**config.mk**
```make
export PLATFORM = sky130hd
export DESIGN_NAME = fixed_block_free_list_allocator_core
export DESIGN_NICKNAME = d
export VERILOG_FILES = /design/src/sv/fbfl_pkg.sv /design/src/sv/fbfl_link_ram.sv /design/src/sv/fbfl_ctrl.sv /design/src/sv/fixed_block_free_list_allocator_core.sv
export SDC_FILE = /design/constraint.sdc
export NUM_CORES = 2
export LEC_CHECK = 0
export ABC_AREA = 1
export BUFFER_PORTS_ARGS = -buffer_cell sky130_fd_sc_hd__buf_2
export CAP_MARGIN = 20
export CORE_MARGIN = 2
export CORE_UTILIZATION = 30
export CTS_CLUSTER_SIZE = 12
export DETAILED_ROUTE_END_ITERATION = 6
export SLEW_MARGIN = 10
export SYNTH_ARGS = -nofsm -noshare
export SYNTH_HDL_FRONTEND = slang
export SYNTH_SLANG_ARGS = --single-unit
export TNS_END_PERCENT = 10
```
**constraint.sdc**
```tcl
create_clock -name aclk -period 13 [get_ports aclk]
set_input_delay 0.65 -clock aclk [delete_from_list [all_inputs] [get_ports aclk]]
set_output_delay 0.65 -clock aclk [all_outputs]
set_load 0.01 [all_outputs]
```
**src/sv/fbfl_pkg.sv**
```systemverilog
// shared types and codes for the fixed block free list allocator
// no dependencies
package fbfl_pkg;

    localparam logic [1:0] MODE_ALLOCATE = 2'd0;
    localparam logic [1:0] MODE_RELEASE  = 2'd1;
    localparam logic [1:0] MODE_REBUILD  = 2'd2;

    localparam logic [2:0] STATUS_GRANTED  = 3'd0;
    localparam logic [2:0] STATUS_EMPTY    = 3'd1;
    localparam logic [2:0] STATUS_RELEASED = 3'd2;
    localparam logic [2:0] STATUS_REBUILT  = 3'd3;
    localparam logic [2:0] STATUS_REJECTED = 3'd4;

    localparam logic [1:0] CFG_BASE_ADDRESS = 2'd0;
    localparam logic [1:0] CFG_BLOCK_SIZE   = 2'd1;
    localparam logic [1:0] CFG_BLOCK_COUNT  = 2'd2;

    typedef enum logic [2:0] {
        FSM_IDLE,
        FSM_POP,
        FSM_MUL,
        FSM_BUILD,
        FSM_RESULT
    } fsm_state_t;

    typedef struct packed {
        logic [31:0] base_address;
        logic [15:0] blk_bytes;
        logic [8:0]  blk_total;
    } cfg_t;

    typedef struct packed {
        logic [2:0]  status;
        logic [7:0]  granted_index;
        logic [31:0] granted_address;
    } res_t;

endpackage

```
**src/sv/fbfl_link_ram.sv**
```systemverilog
// next-link memory: one write port, one read port, registered read data
// no dependencies
module fbfl_link_ram #(
    parameter int ADDR_W = 8,
    parameter int DATA_W = 9
) (
    input  logic              aclk,
    input  logic              we,
    input  logic [ADDR_W-1:0] waddr,
    input  logic [DATA_W-1:0] wdata,
    input  logic              re,
    input  logic [ADDR_W-1:0] raddr,
    output logic [DATA_W-1:0] rdata
);

    localparam int DEPTH = 1 << ADDR_W;

    logic [DATA_W-1:0] mem [DEPTH];
    logic [DATA_W-1:0] rdata_reg;

    always_ff @(posedge aclk) begin
        if (we) begin
            mem[waddr] <= wdata;
        end
    end

    always_ff @(posedge aclk) begin
        if (re) begin
            rdata_reg <= mem[raddr];
        end
    end

    assign rdata = rdata_reg;

endmodule

```
**src/sv/fbfl_ctrl.sv**
```systemverilog
// free list sequencer: head register, pop/push/rebuild over the link memory
// depends on fbfl_pkg
module fbfl_ctrl #(
    parameter int MAX_BLOCKS = 256,
    parameter int IW = $clog2(MAX_BLOCKS),
    parameter int LW = IW + 1
) (
    input  logic               aclk,
    input  logic               aresetn,
    input  fbfl_pkg::cfg_t     cfg,
    input  logic               s_valid,
    output logic               s_ready,
    input  logic [1:0]         s_mode,
    input  logic [7:0]         s_block_index,
    input  logic               out_free,
    output logic               res_valid,
    output fbfl_pkg::res_t     res,
    output logic               ram_we,
    output logic [IW-1:0]      ram_waddr,
    output logic [LW-1:0]      ram_wdata,
    output logic               ram_re,
    output logic [IW-1:0]      ram_raddr,
    input  logic [LW-1:0]      ram_rdata
);
    import fbfl_pkg::*;

    localparam int CW = (LW > 9) ? LW : 9;
    localparam int PW = IW + 16;
    localparam logic [LW-1:0] HEAD_EMPTY = LW'(MAX_BLOCKS);
    localparam logic [CW-1:0] MAX_C = CW'(MAX_BLOCKS);

    fsm_state_t     state_reg, state_next;
    logic [LW-1:0]  head_reg, head_next;
    logic [IW-1:0]  cnt_reg, cnt_next;
    logic [PW-1:0]  prod_reg, prod_next;
    res_t           res_reg, res_next;

    logic [CW-1:0]  eff_count;
    logic           in_accept;
    logic           list_empty;
    logic           idx_ok;
    logic           build_last;

    always_comb begin
        eff_count  = (CW'(cfg.blk_total) > MAX_C) ? MAX_C : CW'(cfg.blk_total);
        in_accept  = s_valid && s_ready;
        list_empty = head_reg >= HEAD_EMPTY;
        idx_ok     = CW'(s_block_index) < eff_count;
        build_last = (CW'(cnt_reg) + CW'(1)) == eff_count;
    end

    // next state
    always_comb begin
        state_next = state_reg;
        unique case (state_reg)
            FSM_IDLE: begin
                if (in_accept) begin
                    if (s_mode == MODE_ALLOCATE && !list_empty) begin
                        state_next = FSM_POP;
                    end else if (s_mode == MODE_REBUILD && eff_count != '0) begin
                        state_next = FSM_BUILD;
                    end else begin
                        state_next = FSM_RESULT;
                    end
                end
            end
            FSM_POP:   state_next = FSM_MUL;
            FSM_MUL:   state_next = FSM_RESULT;
            FSM_BUILD: begin
                if (build_last) begin
                    state_next = FSM_RESULT;
                end
            end
            FSM_RESULT: begin
                if (out_free) begin
                    state_next = FSM_IDLE;
                end
            end
            default: state_next = FSM_IDLE;
        endcase
    end

    // outputs
    always_comb begin
        s_ready   = 1'b0;
        res_valid = 1'b0;
        ram_we    = 1'b0;
        ram_waddr = IW'(s_block_index);
        ram_wdata = head_reg;
        ram_re    = 1'b0;
        ram_raddr = head_reg[IW-1:0];
        unique case (state_reg)
            FSM_IDLE: begin
                s_ready = 1'b1;
                ram_re  = in_accept && s_mode == MODE_ALLOCATE && !list_empty;
                ram_we  = in_accept && s_mode == MODE_RELEASE && idx_ok;
                ram_waddr = IW'(s_block_index);
            end
            FSM_BUILD: begin
                ram_we    = 1'b1;
                ram_waddr = cnt_reg;
            end
            FSM_RESULT: begin
                res_valid = out_free;
            end
            default: begin
            end
        endcase
    end

    // datapath
    always_comb begin
        head_next = head_reg;
        cnt_next  = cnt_reg;
        prod_next = prod_reg;
        res_next  = res_reg;
        unique case (state_reg)
            FSM_IDLE: begin
                if (in_accept) begin
                    res_next = '{status: STATUS_REJECTED, granted_index: '0,
                                 granted_address: '0};
                    case (s_mode)
                        MODE_ALLOCATE: begin
                            if (list_empty) begin
                                res_next.status = STATUS_EMPTY;
                            end
                        end
                        MODE_RELEASE: begin
                            if (idx_ok) begin
                                head_next       = LW'(s_block_index);
                                res_next.status = STATUS_RELEASED;
                            end
                        end
                        MODE_REBUILD: begin
                            head_next       = HEAD_EMPTY;
                            cnt_next        = '0;
                            res_next.status = STATUS_REBUILT;
                        end
                        default: begin
                        end
                    endcase
                end
            end
            FSM_POP: begin
                prod_next = PW'(head_reg[IW-1:0]) * PW'(cfg.blk_bytes);
                res_next.status        = STATUS_GRANTED;
                res_next.granted_index = 8'(head_reg[IW-1:0]);
                head_next = (ram_rdata >= HEAD_EMPTY) ? HEAD_EMPTY : ram_rdata;
            end
            FSM_MUL: begin
                res_next.granted_address = cfg.base_address + 32'(prod_reg);
            end
            FSM_BUILD: begin
                head_next = LW'(cnt_reg);
                cnt_next  = cnt_reg + IW'(1);
            end
            default: begin
            end
        endcase
    end

    always_ff @(posedge aclk) begin
        if (!aresetn) begin
            state_reg <= FSM_IDLE;
            head_reg  <= HEAD_EMPTY;
            cnt_reg   <= '0;
        end else begin
            state_reg <= state_next;
            head_reg  <= head_next;
            cnt_reg   <= cnt_next;
        end
    end

    always_ff @(posedge aclk) begin
        prod_reg <= prod_next;
        res_reg  <= res_next;
    end

    assign res = res_reg;

    head_in_range: assert property (@(posedge aclk) disable iff (!aresetn)
        head_reg <= HEAD_EMPTY)
        else $error("free list head out of range");

    build_bound: assert property (@(posedge aclk) disable iff (!aresetn)
        state_reg == FSM_BUILD |-> CW'(cnt_reg) < eff_count)
        else $error("rebuild ran past the block count");

    no_write_in_pop: assert property (@(posedge aclk) disable iff (!aresetn)
        (state_reg == FSM_POP || state_reg == FSM_MUL) |-> !ram_we)
        else $error("link write while a pop is in flight");

    pop_follows_read: assert property (@(posedge aclk) disable iff (!aresetn)
        state_reg == FSM_POP |-> $past(ram_re))
        else $error("pop without a link read");

endmodule

```
**src/sv/fixed_block_free_list_allocator_core.sv**
```systemverilog
// top level of the fixed block free list allocator: config registers, result register
// depends on fbfl_pkg, fbfl_ctrl, fbfl_link_ram
//
// Usage:
//   s_ channel takes one item: s_mode (0 allocate, 1 release, 2 rebuild) and
//   s_block_index (used by release). Every item gives exactly one result on the
//   m_ channel: m_status, m_granted_index, m_granted_address.
//   Config writes (cfg_wr_en, cfg_index, cfg_wr_data) set the base address,
//   the bytes per block and the block count; write them only while the block is idle.
//   Release, reject and empty allocate go straight to the result; a granted
//   allocate reads the link memory, then does the address multiply and add;
//   rebuild does one link memory write per block.
//   One item is worked on at a time; s_ready is high only when the sequencer
//   is idle. The result register lets the sequencer finish an item while the
//   previous result waits; when m_ready stays low the next result holds in the
//   sequencer and s_ready stays low.
//   Reset: registers go to base 0, size 8, count 256, and the pool is empty
//   until a rebuild item arrives. The link memory is not cleared.
module fixed_block_free_list_allocator_core #(
    parameter int MAX_BLOCKS = 256
) (
    input  logic        aclk,
    input  logic        aresetn,
    input  logic        cfg_wr_en,
    input  logic [1:0]  cfg_index,
    input  logic [31:0] cfg_wr_data,
    input  logic        s_valid,
    output logic        s_ready,
    input  logic [1:0]  s_mode,
    input  logic [7:0]  s_block_index,
    output logic        m_valid,
    input  logic        m_ready,
    output logic [2:0]  m_status,
    output logic [7:0]  m_granted_index,
    output logic [31:0] m_granted_address
);
    import fbfl_pkg::*;

    localparam int IW = $clog2(MAX_BLOCKS);
    localparam int LW = IW + 1;

    cfg_t          cfg_reg, cfg_next;
    logic          m_valid_reg, m_valid_next;
    res_t          out_reg, out_next;

    logic          out_free;
    logic          res_valid;
    res_t          res;
    logic          ram_we;
    logic [IW-1:0] ram_waddr;
    logic [LW-1:0] ram_wdata;
    logic          ram_re;
    logic [IW-1:0] ram_raddr;
    logic [LW-1:0] ram_rdata;

    always_comb begin
        cfg_next = cfg_reg;
        if (cfg_wr_en) begin
            unique case (cfg_index)
                CFG_BASE_ADDRESS: cfg_next.base_address = cfg_wr_data;
                CFG_BLOCK_SIZE:   cfg_next.blk_bytes    = cfg_wr_data[15:0];
                CFG_BLOCK_COUNT:  cfg_next.blk_total    = cfg_wr_data[8:0];
                default: begin
                end
            endcase
        end
    end

    always_comb begin
        out_free     = !m_valid_reg || m_ready;
        m_valid_next = m_valid_reg;
        out_next     = out_reg;
        if (res_valid) begin
            m_valid_next = 1'b1;
            out_next     = res;
        end else if (m_ready) begin
            m_valid_next = 1'b0;
        end
    end

    always_ff @(posedge aclk) begin
        if (!aresetn) begin
            cfg_reg     <= '{base_address: 32'd0, blk_bytes: 16'd8, blk_total: 9'd256};
            m_valid_reg <= 1'b0;
        end else begin
            cfg_reg     <= cfg_next;
            m_valid_reg <= m_valid_next;
        end
    end

    always_ff @(posedge aclk) begin
        out_reg <= out_next;
    end

    fbfl_ctrl #(
        .MAX_BLOCKS (MAX_BLOCKS),
        .IW         (IW),
        .LW         (LW)
    ) u_ctrl (
        .aclk          (aclk),
        .aresetn       (aresetn),
        .cfg           (cfg_reg),
        .s_valid       (s_valid),
        .s_ready       (s_ready),
        .s_mode        (s_mode),
        .s_block_index (s_block_index),
        .out_free      (out_free),
        .res_valid     (res_valid),
        .res           (res),
        .ram_we        (ram_we),
        .ram_waddr     (ram_waddr),
        .ram_wdata     (ram_wdata),
        .ram_re        (ram_re),
        .ram_raddr     (ram_raddr),
        .ram_rdata     (ram_rdata)
    );

    fbfl_link_ram #(
        .ADDR_W (IW),
        .DATA_W (LW)
    ) u_link_ram (
        .aclk  (aclk),
        .we    (ram_we),
        .waddr (ram_waddr),
        .wdata (ram_wdata),
        .re    (ram_re),
        .raddr (ram_raddr),
        .rdata (ram_rdata)
    );

    assign m_valid           = m_valid_reg;
    assign m_status          = out_reg.status;
    assign m_granted_index   = out_reg.granted_index;
    assign m_granted_address = out_reg.granted_address;

endmodule
```
==> impl_metrics.ini <==
[synthesis]
synth_edf_count = 2423
netlist_area_um2 = 106400
synth_cell_type_count = 48
seq_area_frac_synth_pct = 69.87
synth_area_per_cell_um2 = 11.26
ys_seq_elements = 2501
synth_warnings = 0
syn_nets = 9653
dominantRegCellSynth = edfxtp_1
netlist_instances = 9443
synth-async-reset-ratio_pct = 0

[detailed_routing]
wl_met3_mm = 22.37
drc = 2
drt-vias-per-instance = 4.907
highest_layer = met5
vias = 69849
wirelength_met1_mm = 122.1
routed_wl_mm = 282.1
postRouteAntennaNets = 0
initialDrtViolationCount = 7384
wl_per_cell_um = 19.82
dr_wl_met2_mm = 130.2
drt-pass1-iter-count = 7

[placed_design]
place_ws_ps = 7341
hpwl_mm = 158.5
placedCellCount = 13777
port_buffers = 93
gp_congestion = 0.8379

[cts]
cts_setup_buffers = 0
postCtsResizedCells = 0
cts.sinks = 2501
clkTransAtPathRegs_ps = 60
cts_tree = done
clock_path_buffers = 4
htreeDepth = 5
root_buffer = clkbuf_16
cts_buffers = 281
worstSkewPairLatency_ps = 940
ctsHoldBuffers = 6

[die]
die_height_um = 599.4
die_w_um = 599.4
die_area_um2 = 359300
start_util_pct = 30.16
fp.coreArea_um2 = 352700
core.rowCount = 218
io_pins = 94

[global_route]
overflow = 0
grt_pass1_vias = 65401
track_usage_pct = 15.27
grt_max_degree = 206
grt_pass1_wl_mm = 422.2
antenna_found_initial = 8

[power]
peakVddDrop_mv = 0.1649
clock_power_share_pct = 28.8
combPwrFrac_pct = 30.1
powerDensity_nw_per_um2 = 209.0
p_leak_uw = 0.04287
switching_share_pct = 36.17
p_int_uw = 15960
p_sw_uw = 9041
power_frac_seq_pct = 41.1

[sta]
fin_crit_ps = 5643
rsz0062_at_grt = no
slew_headroom_pct = 17.60
skew_ps = 68.51
finalHoldViolations = 0
final_max_slew_viol_count = 0
tightest_slew_ps = 1236
fin_crit_sh_pct = 43.41
final.setup.worst_slack_ps = 7357
setup_viol = 0
setup_tns_ps = 0
fmax_mhz = 177.2

[outcome]
failed_checks = design-rule violations
status = complete, but fails checks

[worst_setup_path]
crit_path_start_kind = register
r2r-start = u_ctrl.ram_wdata[2]
cp-end-kind = register
worstPathArrival_ps = 6270
cp_data_required_time_ps = 13630
criticalPathCategory = reg -> reg
crit_fanout = 66
critPathLaunch = u_ctrl.ram_wdata[2]

[finish]
fin_nets = 9550
final_common_cell = nand2_1
largest_reg_flops = 2304
area_growth_pct = 12.44
nFillCells = 34605
drive_above_1_share_pct = 6.198
instances_no_fill = 14235
most-common-layout-cells = nand2_1, edfxtp_1, nand3_1, nor2_1, inv_1

[min_path]
min_from = cfg_wr_data[21]
min_path_type = in -> reg

[run]
drv_cap = 0
==> worst max-delay path: stages (launching register included) <==
cell	delay [ps]
dfxtp_4	810
buf_4	750
nand2_1	110
inv_1	100
fa_1	420
fa_1	520
fa_1	500
inv_1	50
fa_1	470
inv_1	40
ha_1	350
a21o_1	230
a21boi_0	190
nand3_1	170
a21oi_1	300
o21ai_0	150
xor2_1	160
==> area by class of cell <==
| class | count | area (um2) | area share [%] |
|---|---|---|---|
| multi-input cells | 6007 | 28370 | 23.72 |
| diodes | 2 | 5.005 | 0.004185 |
| repair buffers | 214 | 1593 | 1.332 |
| clock inverters | 85 | 515.5 | 0.4310 |
| inverters | 335 | 1286 | 1.075 |
| well taps | 4730 | 5918 | 4.948 |
| flip-flops and latches | 2501 | 74360 | 62.17 |
| clock buffers | 361 | 7555 | 6.317 |
==> worst paths after layout <==
check | endpoint | cells past startpoint | slack [ps]
hold / removal | cfg_reg[46] | 3 | 40
hold reg to reg | m_granted_address[19] | 0 | 410
setup reg to reg | u_ctrl.prod_reg[23] | 16 | 7360
setup / recovery | u_ctrl.prod_reg[23] | 16 | 7360
==> Yosys cell counts, drive strengths merged, types with 2 or more instances <==
master	number	share of area [%]
nand2	2703	9.5
edfxtp	2423	68
nand3	2330	11
nor2	471	1.7
inv	334	1.2
clkbuf	332	1.2
buf	268	1.1
o21ai	117	0.56
a21oi	116	0.56
fa	85	1.6
dfxtp	78	1.5
ha	76	0.89
nor3	24	0.12
xor2	15	0.12
a21o	13	0.092
nand4	12	0.12
xnor2	9	0.074
o21a	5	0.035
o22ai	5	0.029
a31oi	4	0.024
nor4	4	0.024
o21bai	4	0.028
a21boi	3	0.021
a22oi	2	0.014
o211ai	2	0.014
==> metal layers <==
metal	vias up	track usage, %
met5	-	0
met4	8	4.406
met3	457	2.700
met2	2617	24.12
met1	34056	21.44
li1	32711	-
==> power groups by stage <==
stage	Combinational [uW]	Clock, uW	Sequential (uW)
after floorplan	4420	0	10900
after global placement	7440	0	10400
after global routing	8230	7610	10300
after CTS	7540	7310	10300
final	7520	7210	10300
after detailed placement	7520	0	10400
==> cells by family after synthesis <==
logic type | synth area share [%]
AOI/OAI and AO/OA | 1.427
xor gates and xnor gates | 0.1976
DFF | 69.87
and+or+nand+nor | 22.51
adders and majority gates | 2.494
buffers and inverters | 3.500
==> metrics by stage <==
stage               instance area [um2]  hold slack [ps]  utilization [%]  total power [uW]
global placement                 111300            400.2            31.55             17880
detailed placement               111400            404.5            31.59             17950
floorplan                        106400            400.3                -             15310
CTS                              119600            11.25            33.90             25120
finish                           119600            42.38            33.91             25000
global route                     119600            28.76            33.91             26130
No activity file was read; power rests on OpenSTA's default activity.
